## src/rtl/wtcp_pkg.sv

```systemverilog
`timescale 1ns / 1ps
// ----------------------------------------------------------------------------
// wtcp_pkg
// Types and constants shared by the wake target CPU picker.
// ----------------------------------------------------------------------------
package wtcp_pkg;

    localparam int DEF_MAX_CPUS  = 64;
    localparam int DEF_LOAD_BITS = 16;

    localparam int CPU_W     = 6;
    localparam int LAST_W    = 7;
    localparam int LOAD_IN_W = 16;
    localparam int MASK_W    = 64;
    localparam int COUNT_W   = 7;
    localparam int SLOP_W    = 8;
    localparam int CURSOR_W  = 32;
    localparam int REASON_W  = 2;
    localparam int CFG_IDX_W = 2;
    localparam int CFG_DAT_W = 64;

    localparam logic FUNC_LOAD = 1'b0;
    localparam logic FUNC_PICK = 1'b1;

    localparam logic [REASON_W-1:0] REASON_LOCAL = 2'd0;
    localparam logic [REASON_W-1:0] REASON_IDLE  = 2'd1;
    localparam logic [REASON_W-1:0] REASON_LOAD  = 2'd2;

    localparam logic [CFG_IDX_W-1:0] CFG_CPU_COUNT   = 2'd0;
    localparam logic [CFG_IDX_W-1:0] CFG_ONLINE_MASK = 2'd1;
    localparam logic [CFG_IDX_W-1:0] CFG_LOAD_SLOP   = 2'd2;

    localparam logic [COUNT_W-1:0]   RST_CPU_COUNT = 7'd1;
    localparam logic [MASK_W-1:0]    RST_ONLINE    = 64'd1;
    localparam logic [SLOP_W-1:0]    RST_SLOP      = 8'd1;

    typedef struct packed {
        logic                 func;
        logic [CPU_W-1:0]     cpu_index;
        logic [LOAD_IN_W-1:0] load_value;
        logic                 thread_present;
        logic [MASK_W-1:0]    allowed_mask;
        logic [LAST_W-1:0]    prev_cpu;
    } t_pick_in;

    typedef struct packed {
        logic [CPU_W-1:0]    dest_cpu;
        logic [REASON_W-1:0] wake_cause;
    } t_pick_res;

    typedef enum logic [2:0] {
        S_IDLE,
        S_SCAN,
        S_PICK,
        S_NEAR,
        S_MOD,
        S_RR
    } t_state;

endpackage

```

## src/rtl/wake_target_cpu_picker_unit.sv

```systemverilog
`timescale 1ns / 1ps
// ----------------------------------------------------------------------------
// wake_target_cpu_picker_unit
// Chooses the CPU for a woken thread from a table of per-CPU loads.
// ----------------------------------------------------------------------------
// Usage: a word on i_in is taken when i_start is high and o_busy is low.
// A load-update word (func 0) writes the load table in that cycle, gives no
// result and leaves the unit ready again in the next cycle. A pick word
// (func 1) raises o_busy and gives exactly one result on o_res, marked by
// o_res_valid for a single cycle; o_busy is already low in that cycle.
// A pick keeps o_busy high for the load scan and decision, and then for
// the search for an idle CPU, or for the round-robin choice, which forms
// the bit-serial remainder of the cursor by n, the clamped CPU count, and
// then steps from it to an allowed CPU of least load. The load memory is
// read one entry per cycle during the scan. The configuration channel
// (i_cfg_valid, o_cfg_ready, i_cfg_index, i_cfg_data) is always ready.
// It is to be written by the user only while the unit is idle; the unit
// itself does not enforce this.
// Reset clears the configuration to its defaults, marks every table entry
// as idle by clearing its valid bit, and zeroes the round-robin cursor.
// The receiver cannot stall: each result must be taken in its cycle.
// ----------------------------------------------------------------------------
module wake_target_cpu_picker_unit #(
    parameter int MAX_CPUS  = wtcp_pkg::DEF_MAX_CPUS,
    parameter int LOAD_BITS = wtcp_pkg::DEF_LOAD_BITS
) (
    input  logic                          i_clk,
    input  logic                          i_rst_n,
    input  logic                          i_start,
    output logic                          o_busy,
    input  wtcp_pkg::t_pick_in            i_in,
    output logic                          o_res_valid,
    output wtcp_pkg::t_pick_res           o_res,
    input  logic                          i_cfg_valid,
    output logic                          o_cfg_ready,
    input  logic [wtcp_pkg::CFG_IDX_W-1:0] i_cfg_index,
    input  logic [wtcp_pkg::CFG_DAT_W-1:0] i_cfg_data
);
    import wtcp_pkg::*;

    localparam int LW = (LOAD_BITS < 16) ? LOAD_BITS : 16;
    localparam int AW = (MAX_CPUS > 1) ? $clog2(MAX_CPUS) : 1;
    localparam int SW = LW + SLOP_W + 1;
    localparam logic [LOAD_IN_W-1:0] LOAD_LIM =
        (LOAD_BITS < 16) ? LOAD_IN_W'((32'd1 << LOAD_BITS) - 32'd1) : 16'hFFFF;
    localparam logic [COUNT_W-1:0] N_MAX = COUNT_W'(MAX_CPUS);
    localparam logic [COUNT_W-1:0] MOD_LAST = COUNT_W'(CURSOR_W - 1);

    t_state r_state, n_state;

    logic [COUNT_W-1:0]  r_cpu_count;
    logic [MASK_W-1:0]   r_online;
    logic [SLOP_W-1:0]   r_slop;

    logic [LW-1:0]       mem [MAX_CPUS];
    logic [LW-1:0]       r_rdata;
    logic [MAX_CPUS-1:0] r_vld;

    logic [COUNT_W-1:0]  r_n, n_n;
    logic [MASK_W-1:0]   r_allowed, n_allowed;
    logic [LAST_W-1:0]   r_last, n_last;
    logic                r_present, n_present;
    logic [COUNT_W-1:0]  r_rd_cnt, n_rd_cnt;
    logic                r_pv, n_pv;
    logic [CPU_W-1:0]    r_pcpu, n_pcpu;
    logic                r_found, n_found;
    logic [LW-1:0]       r_min, n_min;
    logic [MASK_W-1:0]   r_minm, n_minm;
    logic [MASK_W-1:0]   r_idlem, n_idlem;
    logic [CPU_W-1:0]    r_first, n_first;
    logic [LW-1:0]       r_pref_load, n_pref_load;
    logic [CPU_W-1:0]    r_base, n_base;
    logic [COUNT_W-1:0]  r_cnt, n_cnt;
    logic                r_have, n_have;
    logic [CPU_W-1:0]    r_best, n_best;
    logic [COUNT_W-1:0]  r_best_d, n_best_d;
    logic [CURSOR_W-1:0] r_cursor, n_cursor;
    logic [CURSOR_W-1:0] r_div, n_div;
    logic [COUNT_W-1:0]  r_rem, n_rem;
    logic                r_res_valid, n_res_valid;
    t_pick_res           r_res, n_res;

    logic                accept;
    logic                mem_we;
    logic [LW-1:0]       mem_wdata;
    logic [AW-1:0]       mem_raddr;
    logic                scan_issue;
    logic                scan_done;
    logic                pref_ok;
    logic                local_ok;
    logic                near_last;
    logic                rr_hit;
    logic [LW-1:0]       scan_ld;
    logic [CPU_W-1:0]    near_dd;
    logic [COUNT_W-1:0]  near_oth;
    logic [COUNT_W-1:0]  near_d;
    logic [COUNT_W:0]    mod_sh;
    logic [COUNT_W:0]    mod_sub;
    logic [COUNT_W-1:0]  pick_n;
    logic [MASK_W-1:0]   pick_a;
    logic [MASK_W-1:0]   pick_b;

    assign accept      = i_start && (r_state == S_IDLE);
    assign o_busy      = (r_state != S_IDLE);
    assign o_cfg_ready = 1'b1;
    assign o_res_valid = r_res_valid;
    assign o_res       = r_res;

    assign mem_we    = accept && (i_in.func == FUNC_LOAD)
                       && ({1'b0, i_in.cpu_index} < N_MAX);
    assign mem_wdata = (i_in.load_value > LOAD_LIM) ? LW'(LOAD_LIM) : LW'(i_in.load_value);
    assign mem_raddr = r_rd_cnt[AW-1:0];

    assign scan_issue = (r_rd_cnt < r_n);
    assign scan_done  = !scan_issue && !r_pv;
    assign scan_ld    = r_vld[r_pcpu[AW-1:0]] ? r_rdata : '0;

    assign pref_ok  = r_present && (r_last < r_n) && r_allowed[r_last[CPU_W-1:0]];
    assign local_ok = pref_ok
                      && (SW'(r_pref_load) <= (SW'(r_min) + SW'(r_slop)));

    assign near_dd   = (r_base > r_cnt[CPU_W-1:0]) ? (r_base - r_cnt[CPU_W-1:0])
                                                   : (r_cnt[CPU_W-1:0] - r_base);
    assign near_oth  = r_n - {1'b0, near_dd};
    assign near_d    = (near_oth < {1'b0, near_dd}) ? near_oth : {1'b0, near_dd};
    assign near_last = (r_cnt == (r_n - COUNT_W'(1)));

    assign mod_sh  = {r_rem, r_div[CURSOR_W-1]};
    assign mod_sub = mod_sh - {1'b0, r_n};
    assign rr_hit  = r_minm[r_rem[CPU_W-1:0]];

    assign pick_n = (r_cpu_count > N_MAX) ? N_MAX
                  : ((r_cpu_count == '0) ? COUNT_W'(1) : r_cpu_count);
    assign pick_a = (i_in.thread_present ? i_in.allowed_mask : '0) & r_online;
    assign pick_b = (pick_a != '0) ? pick_a
                  : ((r_online != '0) ? r_online : MASK_W'(1));

    always_ff @(posedge i_clk) begin
        if (mem_we) begin
            mem[i_in.cpu_index[AW-1:0]] <= mem_wdata;
        end
        r_rdata <= mem[mem_raddr];
    end

    always_ff @(posedge i_clk) begin
        if (!i_rst_n) begin
            r_vld <= '0;
        end else if (mem_we) begin
            r_vld[i_in.cpu_index[AW-1:0]] <= 1'b1;
        end
    end

    always_ff @(posedge i_clk) begin
        if (!i_rst_n) begin
            r_cpu_count <= RST_CPU_COUNT;
            r_online    <= RST_ONLINE;
            r_slop      <= RST_SLOP;
        end else if (i_cfg_valid && o_cfg_ready) begin
            case (i_cfg_index)
                CFG_CPU_COUNT:   r_cpu_count <= i_cfg_data[COUNT_W-1:0];
                CFG_ONLINE_MASK: r_online    <= i_cfg_data[MASK_W-1:0];
                CFG_LOAD_SLOP:   r_slop      <= i_cfg_data[SLOP_W-1:0];
                default: ;
            endcase
        end
    end

    always_comb begin
        n_state = r_state;
        case (r_state)
            S_IDLE: begin
                if (accept && (i_in.func == FUNC_PICK)) begin
                    n_state = S_SCAN;
                end
            end
            S_SCAN: begin
                if (scan_done) begin
                    n_state = S_PICK;
                end
            end
            S_PICK: begin
                if (!r_found || (r_idlem == '0 && local_ok)) begin
                    n_state = S_IDLE;
                end else if (r_idlem != '0) begin
                    n_state = S_NEAR;
                end else begin
                    n_state = S_MOD;
                end
            end
            S_NEAR: begin
                if (near_last) begin
                    n_state = S_IDLE;
                end
            end
            S_MOD: begin
                if (r_cnt == MOD_LAST) begin
                    n_state = S_RR;
                end
            end
            S_RR: begin
                if (rr_hit) begin
                    n_state = S_IDLE;
                end
            end
            default: n_state = S_IDLE;
        endcase
    end

    always_comb begin
        n_n         = r_n;
        n_allowed   = r_allowed;
        n_last      = r_last;
        n_present   = r_present;
        n_rd_cnt    = r_rd_cnt;
        n_pv        = 1'b0;
        n_pcpu      = r_pcpu;
        n_found     = r_found;
        n_min       = r_min;
        n_minm      = r_minm;
        n_idlem     = r_idlem;
        n_first     = r_first;
        n_pref_load = r_pref_load;
        n_base      = r_base;
        n_cnt       = r_cnt;
        n_have      = r_have;
        n_best      = r_best;
        n_best_d    = r_best_d;
        n_cursor    = r_cursor;
        n_div       = r_div;
        n_rem       = r_rem;
        n_res_valid = 1'b0;
        n_res       = r_res;
        case (r_state)
            S_IDLE: begin
                if (accept && (i_in.func == FUNC_PICK)) begin
                    n_n       = pick_n;
                    n_allowed = pick_b;
                    n_last    = i_in.prev_cpu;
                    n_present = i_in.thread_present;
                    n_rd_cnt  = '0;
                    n_found   = 1'b0;
                    n_min     = '0;
                    n_minm    = '0;
                    n_idlem   = '0;
                    n_first   = '0;
                end
            end
            S_SCAN: begin
                if (scan_issue) begin
                    n_rd_cnt = r_rd_cnt + COUNT_W'(1);
                    n_pv     = 1'b1;
                    n_pcpu   = r_rd_cnt[CPU_W-1:0];
                end
                if (r_pv && r_allowed[r_pcpu]) begin
                    if (scan_ld == '0) begin
                        n_idlem[r_pcpu] = 1'b1;
                    end
                    if (!r_found || (scan_ld < r_min)) begin
                        n_min          = scan_ld;
                        n_minm         = '0;
                        n_minm[r_pcpu] = 1'b1;
                        n_first        = r_pcpu;
                        n_found        = 1'b1;
                    end else if (scan_ld == r_min) begin
                        n_minm[r_pcpu] = 1'b1;
                    end
                end
                if (r_pv && ({1'b0, r_pcpu} == r_last)) begin
                    n_pref_load = scan_ld;
                end
            end
            S_PICK: begin
                n_cnt  = '0;
                n_have = 1'b0;
                n_base = pref_ok ? r_last[CPU_W-1:0] : r_first;
                if (!r_found) begin
                    n_res_valid      = 1'b1;
                    n_res.dest_cpu   = '0;
                    n_res.wake_cause = REASON_LOAD;
                end else if (r_idlem == '0 && local_ok) begin
                    n_res_valid      = 1'b1;
                    n_res.dest_cpu   = r_last[CPU_W-1:0];
                    n_res.wake_cause = REASON_LOCAL;
                end else if (r_idlem == '0) begin
                    n_div    = r_cursor;
                    n_rem    = '0;
                    n_cursor = r_cursor + CURSOR_W'(1);
                end
            end
            S_NEAR: begin
                n_cnt = r_cnt + COUNT_W'(1);
                if (r_idlem[r_cnt[CPU_W-1:0]] && (!r_have || (near_d < r_best_d))) begin
                    n_have   = 1'b1;
                    n_best   = r_cnt[CPU_W-1:0];
                    n_best_d = near_d;
                end
                if (near_last) begin
                    n_res_valid      = 1'b1;
                    n_res.dest_cpu   = n_best;
                    n_res.wake_cause = REASON_IDLE;
                end
            end
            S_MOD: begin
                n_cnt = r_cnt + COUNT_W'(1);
                n_div = r_div << 1;
                n_rem = (mod_sh >= {1'b0, r_n}) ? mod_sub[COUNT_W-1:0]
                                                : mod_sh[COUNT_W-1:0];
            end
            S_RR: begin
                if (rr_hit) begin
                    n_res_valid      = 1'b1;
                    n_res.dest_cpu   = r_rem[CPU_W-1:0];
                    n_res.wake_cause = REASON_LOAD;
                end else begin
                    n_rem = ((r_rem + COUNT_W'(1)) == r_n) ? '0 : (r_rem + COUNT_W'(1));
                end
            end
            default: ;
        endcase
    end

    always_ff @(posedge i_clk) begin
        if (!i_rst_n) begin
            r_state     <= S_IDLE;
            r_cursor    <= '0;
            r_res_valid <= 1'b0;
            r_pv        <= 1'b0;
            r_rd_cnt    <= '0;
            r_n         <= COUNT_W'(1);
        end else begin
            r_state     <= n_state;
            r_cursor    <= n_cursor;
            r_res_valid <= n_res_valid;
            r_pv        <= n_pv;
            r_rd_cnt    <= n_rd_cnt;
            r_n         <= n_n;
        end
    end

    always_ff @(posedge i_clk) begin
        r_allowed   <= n_allowed;
        r_last      <= n_last;
        r_present   <= n_present;
        r_pcpu      <= n_pcpu;
        r_found     <= n_found;
        r_min       <= n_min;
        r_minm      <= n_minm;
        r_idlem     <= n_idlem;
        r_first     <= n_first;
        r_pref_load <= n_pref_load;
        r_base      <= n_base;
        r_cnt       <= n_cnt;
        r_have      <= n_have;
        r_best      <= n_best;
        r_best_d    <= n_best_d;
        r_div       <= n_div;
        r_rem       <= n_rem;
        r_res       <= n_res;
    end

    a_res_ends_pick: assert property (@(posedge i_clk) disable iff (!i_rst_n)
        o_res_valid |-> (!o_busy && $past(o_busy)))
        else $error("Result given outside the end of a pick.");

    a_local_is_last: assert property (@(posedge i_clk) disable iff (!i_rst_n)
        (o_res_valid && (o_res.wake_cause == REASON_LOCAL))
            |-> (o_res.dest_cpu == r_last[CPU_W-1:0]))
        else $error("Kept-local result does not name the last CPU.");

    a_cursor_moves_once: assert property (@(posedge i_clk) disable iff (!i_rst_n)
        !$stable(r_cursor) |-> ($past(r_state) == S_PICK && r_state == S_MOD))
        else $error("Round-robin cursor moved outside a round-robin choice.");

    a_rr_in_range: assert property (@(posedge i_clk) disable iff (!i_rst_n)
        (r_state == S_RR) |-> (r_rem < r_n))
        else $error("Round-robin position beyond the CPU count.");

endmodule
```

## config.mk

```make
export PLATFORM = sky130hd
export DESIGN_NAME = wake_target_cpu_picker_unit
export DESIGN_NICKNAME = d
export VERILOG_FILES = /design/src/rtl/wtcp_pkg.sv /design/src/rtl/wake_target_cpu_picker_unit.sv
export SDC_FILE = /design/constraint.sdc
export NUM_CORES = 2
export LEC_CHECK = 0
export ABC_CLOCK_PERIOD_IN_PS = 8800
export BUFFER_PORTS_ARGS = -buffer_cell sky130_fd_sc_hd__buf_2
export CAP_MARGIN = 20
export CORE_MARGIN = 2
export CORE_UTILIZATION = 62
export CTS_BUF_LIST = sky130_fd_sc_hd__clkbuf_8
export CTS_CLUSTER_SIZE = 30
export DETAILED_ROUTE_END_ITERATION = 7
export PLACE_DENSITY = 0.77
export SLEW_MARGIN = 20
export SYNTH_ARGS = -nofsm -noshare
export SYNTH_HDL_FRONTEND = slang
export SYNTH_SLANG_ARGS = --single-unit
```

## constraint.sdc

```tcl
create_clock -name i_clk -period 8.8 [get_ports i_clk]
set_input_delay 0 -clock i_clk [delete_from_list [all_inputs] [get_ports i_clk]]
set_output_delay 0 -clock i_clk [all_outputs]
set_load 0.05 [all_outputs]
```

; After elaboration in Yosys (flattened, before gate mapping)
; Memory sizes are Yosys's and may differ from the RTL's. A register that Yosys moved wholly into a read port is not among the register bits.
; Index checks and enable logic that the tools add are counted.
[totals]
inputBits = 165
ram_bits = 1024
elab_cells = 228
out_inout_bits = 11
latchBits = 0
mem_count = 1
regBits = 513
romBits = 0
[mem_list]
columns = name, depth, width, read_ports, rd_clocked_by_memory_dff, wr, line
row1 = mem, 64, 16, 1, 1, 1, wake_target_cpu_picker_unit.sv:55  ; logic [LW-1:0] mem [MAX_CPUS];
[op_classes]
div_mod_pow = 0
add_sub_neg = 10
eq_ne = 28
n_lt_le_gt_ge = 17
reduce_logical = 54
bitwise_logic = 6
n_mul = 0
muxes = 83
shift = 0
[op_table]
columns = operator, n
row1 = 64-bit two-way mux, 9
row2 = 64-bit case mux with 2 select lines, 2
row3 = 64-bit OR, 3
row4 = 64-bit nonzero test, 3
row5 = 32-bit two-way mux, 3
row6 = 16-bit two-way mux, 5
row7 = 7-bit two-way mux, 11
row8 = 64-bit bitwise AND, 1
row9 = 64-bit zero test, 1
row10 = 32-bit case mux with 2 select lines, 1
row11 = 6-bit two-way mux, 6
row12 = 6-bit by 7-bit less-than comparator with 1-bit output (second input constant), 5
row13 = 32-bit by 1-bit adder with 32-bit output (second input constant), 1
row14 = 8-bit two-way mux, 4
row15 = 16-bit case mux with 2 select lines, 1
row16 = 1-bit binary-select mux with 6-bit select, 5
row17 = 7-bit case mux with 2 select lines, 2
row18 = 2-bit inequality test (second input constant), 13
row19 = 8-bit case mux with 3 select lines, 1
row20 = 4-bit AND reduction, 6
row21 = 7-bit by 1-bit adder with 7-bit output (second input constant), 3
row22 = 7-bit less-than comparator, 3
row23 = 3-bit two-way mux, 7
row24 = 7-bit case mux with 3 select lines, 1
row25 = 44 further kinds, 101

; Logic depth before layout (Yosys ltp)
[depth]
ltp_word = 11
depth_mapped = 35
mapped_depth_nobuf = 32

; Worst setup path after synthesis
; Ideal clock, no wire load.
[synth_timing]
path_type = register to register
start = reg r_pcpu[1]
end = reg r_minm[0] (enable)
path_buffers = 4
path_slack_ns = 1.342
arrival_ns = 6.951
synth_period_minus_slack_ns = 7.458
setup_time_ns = 0.507
path_stages_with_launch = 20
required_time_ns = 8.293
path_cell_list = edfxtp_1 buf_2 buf_1 a221oi_1 nor2_1 a221oi_1 o221ai_1 or4_1 clkbuf_1 clkbuf_1 and2_1 ha_1 nor2b_1 o21a_1 o21a_1 o21a_1 o21ai_0 a21oi_1 or3_1 a21oi_1
[synth_via]
elab_chain_len = 7
word_cells_on_any_way = 12
classes_between = 1 x order compare / 3 x eq/ne / 5 x mux / 3 x reduce/logical
[synth_lines]
columns = element, line
row1 = "start, declared", wake_target_cpu_picker_unit.sv:65  ; logic [CPU_W-1:0] r_pcpu, n_pcpu;
row2 = "start signal, assigned", wake_target_cpu_picker_unit.sv:344  ; r_pcpu <= n_pcpu;
row3 = 1-bit binary-select mux with 6-bit select (*), wake_target_cpu_picker_unit.sv:116  ; assign scan_ld = r_vld[r_pcpu[AW-1:0]] ? r_rdata : '0;
row4 = 1-bit two-way mux (not written as such) (*), wake_target_cpu_picker_unit.sv:116
row5 = 16-bit two-way mux (*), wake_target_cpu_picker_unit.sv:116
row6 = via scan_ld[1], wake_target_cpu_picker_unit.sv:93  ; logic [LW-1:0] scan_ld;
row7 = 16-bit less-than comparator, wake_target_cpu_picker_unit.sv:258  ; if (!r_found || (scan_ld < r_min)) begin
row8 = 1-bit logical OR, wake_target_cpu_picker_unit.sv:258
row9 = 3-bit inequality test (no line) (*), --
row10 = 4-bit AND reduction (no line) (*), --
row11 = "end signal, assigned", wake_target_cpu_picker_unit.sv:347  ; r_minm <= n_minm;
row12 = "end, declared", wake_target_cpu_picker_unit.sv:68  ; logic [MASK_W-1:0] r_minm, n_minm;
; The timed path passes the listed nets; every way through them passes the cells marked *. The select of a mux whose other input is x is not followed.
; A chain may end at the register's enable or synchronous reset.

; Worst setup path after layout
[layout_timing]
start = reg r_cnt[3]
end = reg r_best_d[5] (enable)
[layout_via]
elab_chain_len = 9
word_cells_on_any_way = 13
classes_between = 3 x add/sub / 3 x order compare / 4 x mux / 3 x reduce/logical
[layout_lines]
columns = element, line
row1 = "start, declared", wake_target_cpu_picker_unit.sv:73  ; logic [COUNT_W-1:0] r_cnt, n_cnt;
row2 = "start signal, assigned", wake_target_cpu_picker_unit.sv:352  ; r_cnt <= n_cnt;
row3 = "6-bit subtractor, or another cell as far along", wake_target_cpu_picker_unit.sv:123  ; : (r_cnt[CPU_W-1:0] - r_base);
row4 = 6-bit two-way mux (*), wake_target_cpu_picker_unit.sv:122  ; assign near_dd = (r_base > r_cnt[CPU_W-1:0]) ? (r_base - r_cnt[CPU_W-1:0])
row5 = 7-bit by 6-bit subtractor with 7-bit output, wake_target_cpu_picker_unit.sv:124  ; assign near_oth = r_n - {1'b0, near_dd};
row6 = 7-bit by 6-bit less-than comparator with 1-bit output, wake_target_cpu_picker_unit.sv:125  ; assign near_d = (near_oth < {1'b0, near_dd}) ? near_oth : {1'b0, near_dd};
row7 = 7-bit two-way mux (*), wake_target_cpu_picker_unit.sv:125
row8 = via near_d[4], wake_target_cpu_picker_unit.sv:96  ; logic [COUNT_W-1:0] near_d;
row9 = 7-bit less-than comparator (*), wake_target_cpu_picker_unit.sv:292  ; if (r_idlem[r_cnt[CPU_W-1:0]] && (!r_have || (near_d < r_best_d))) begin
row10 = 1-bit logical OR (*), wake_target_cpu_picker_unit.sv:292
row11 = 1-bit logical AND (*), wake_target_cpu_picker_unit.sv:292
row12 = 2-bit AND reduction (no line) (*), --
row13 = "end signal, assigned", wake_target_cpu_picker_unit.sv:355  ; r_best_d <= n_best_d;
row14 = "end, declared", wake_target_cpu_picker_unit.sv:76  ; logic [COUNT_W-1:0] r_best_d, n_best_d;
; Marked as above.

==> out/qor.yml <==
maxCapViolCount: 0
numCtsBuffers: 231
grt.total_usage_pct: 36.94
n_fill_cell: 6228
max_slew_margin_pct: 22.15
crit_fanout: 8
powerDensity_nw_per_um2: 225.9
ir_drop_uv: 243.2
worst_slack_ps: 1182
postSynth.asyncResetShare_pct: 0
synth_top_cell_by_area: "edfxtp_1"
layoutNonFillerInstCount: 6598
slowest_stage: "edfxtp_1"
cts_buffer_depth: 3
max_freq_mhz: 131.3
synth_edf_count: 1343
critPathKind: "reg -> reg"
port_buffers: 174
setup_tns_ps: 0
min_period_ps: 7618
fp.dieArea_um2: 110500
die_x_um: 332.4
antenna_found_initial: 30
worstHoldStart: "i_in[81]"
total_power_mw: 17.68
ys_seq_area_share_pct: 66.60
crit_path_start_kind: "flip-flop"
cts_max_level: 4
remaining_drc_errors: 19
worst_skew_pair.late_latency_ps: 1010
start_util_pct: 62.46
cts_root_buf: "clkbuf_8"
violations: "design-rule violations"
worst_pin_slew_ps: 1157
skew_ps: 100.2
dr.pass1.iters: 8
clock-sinks: 1553
ys_seq_elements: 1553
areaGrowthSynthToFinish_pct: 17.02
hold_end: "mem[63][9]"
finalHoldViolCount: 0
synth.distinct_cells: 77
reg2reg_to: "r_best_d[5]"
nets: 5240
drt_iter0_markers: 6353
io_pins: 176
hp-class: "in -> reg"
setup_viol: 0
ys_warn_count: 0
cpMostUsedCell: "ha_1"
core_um2: 107100
crit_required_ps: 9450
grt_max_degree: 134
rows: 120
slew_violations: 0
place_hpwl_um: 112300
total_leakage_power_nw: 26.23
r2r_start: "r_cnt[3]"
grt_pass1_vias: 44900
routabilityCongestion: 0.9352
grt_pass1_wl_um: 295500
rsz0062_at_grt: "no"
place_inst: 5763
fp.dieH_um: 332.4
r2r_cells: 29
avgSynthCellArea_um2: 15.41
synth.top_cells.by_area: "edfxtp_1, mux4_2, dfxtp_1"
ctsResizeCount: 0
drtAntennaViolNets: 0
layout-drive-gt1-share_pct: 21.35
vias_per_cell: 6.785
layout_commonest_cell: "edfxtp_1"
layout_common_cells: "edfxtp_1, mux4_2, nand2_1, dlygate4sd3_1, nor2_1"
r2r_slack_ps: 1180
synth_top_area_share_pct: 60.32
netlist_area_um2: 66860
gr-total-overflow: 0
clkTransAtPathRegs_ps: 70
postLayoutCoreUtil_pct: 73.09
holdPathStages: 2
cp-end-kind: "flip-flop"
ys.flop_type: "edfxtp_1"
finalWirelength_um: 200200
num_vias: 44766
post-cts-setup-buffers: 0
period_share_pct: 86.57
status: "complete, but fails checks"
critPathArrivalTime_ps: 8270
dp_slack_ps: 1063
avgRoutedWirePerCell_um: 30.34
cts_tree: "done"
syn_inst: 4339
crit_path_max_incr_delay_ps: 460
[cell usage after synthesis, drive strengths merged, types with 9 or more instances]
cell,instances
ha,92
a221oi,45
nor2,395
xnor2,47
inv,78
xor2,18
nor4,47
buf,66
edfxtp,1343
a31oi,73
mux4,387
clkbuf,184
dfxtp,210
nand4,37
nor2b,16
o21ai,117
nand3,124
a21boi,66
and2,26
o22ai,16
a21o,49
a22o,10
a211oi,9
nor3,27
nand3b,11
or3,14
a22oi,29
a21oi,163
nand2,384
and3,30
mux2i,76
mux2,38
nand2b,26
[through the flow]
step                hold WS, ps  area, um2
CTS                       127.3      78120
detailed placement        184.1      69630
global placement          182.9      69600
floorplan                 98.87      66870
global route              142.8      78210
finish                    102.4      78240
[flip-flops by register name, indices dropped and copies added (netlist names), 7 cells and up]
register and count:
r_last 7, r_rem 7, r_cursor 32, r_allowed 64
o_res 8, r_minm 64, r_n 7, r_vld 64
r_rd_cnt 7, r_idlem 64, r_div 32, r_slop 8
r_cpu_count 7, r_online 64, mem 1024, r_cnt 7
r_rdata 16, r_best_d 7, r_pref_load 16, r_min 16
[power by group]
part	total [mW]	switching, mW	internal (mW)
clock network	5.95	2.94	3.01
logic	3.13	1.79	1.34
registers	8.60	0.276	8.33
total	17.7	5.00	12.7
[cell families after synthesis]
kind of cell	count (synthesis)	share of synthesized area, %
AOI/OAI and AO/OA	626	6.078
and+or+nand+nor	1163	7.788
other	2	0.01123
muxes	501	14.85
DFF	1553	66.60
buffers and inverters	332	1.957
adders and majority gates	97	1.856
xor gates and xnor gates	65	0.8514
[per-layer routing]
| layer | wire [um] | vias up | global-route usage [%] |
|---|---|---|---|
| met5 | 447 | - | 1.954 |
| met4 | 14000 | 42 | 21.18 |
| met3 | 24410 | 1032 | 13.50 |
| met2 | 93220 | 3374 | 56.69 |
| met1 | 68140 | 22002 | 45.45 |
| li1 | - | 18316 | - |
[worst max-delay path by stage]
stage               slack, ps      start  cells past startpoint           to
floorplan                1340  r_pcpu[1]                     19    r_minm[0]
global placement         1050  r_base[0]                     31  r_best_d[6]
detailed placement       1060   r_cnt[3]                     29  r_best_d[6]
CTS                      1080   r_cnt[3]                     29  r_best_d[5]
global route              320   r_cnt[3]                     29  r_best_d[5]
finish                   1180   r_cnt[3]                     29  r_best_d[5]
[critical path, delay by kind of cell (launching register included)]
family	cells	cell delay [ps]
AO/OA/AOI/OAI	12	2200
AND/OR/NAND/NOR	6	1580
adder cells (fa/ha/maj)	4	1370
XOR/XNOR	2	550
buffers and inverters	3	590
flip-flops	1	460
multiplexers	2	590
[cell type report]
type / instances / area, um2 / area share (%)
well taps: 1403 / 1755 / 2.244
multi-input cells: 2455 / 21360 / 27.30
inverters: 82 / 314.1 / 0.4014
repair buffers: 656 / 5555 / 7.100
clock buffers: 250 / 3441 / 4.398
flip-flops and latches: 1553 / 44550 / 56.94
clock inverters: 180 / 1219 / 1.558
diodes: 19 / 47.55 / 0.06077
[what timing repair did]
item                       4_1_cts  5_1_grt
setup endpoints to repair        0        0
hold buffers                   383        1
hold endpoints to repair      1305       16
Power figures use the tool's default switching activity.
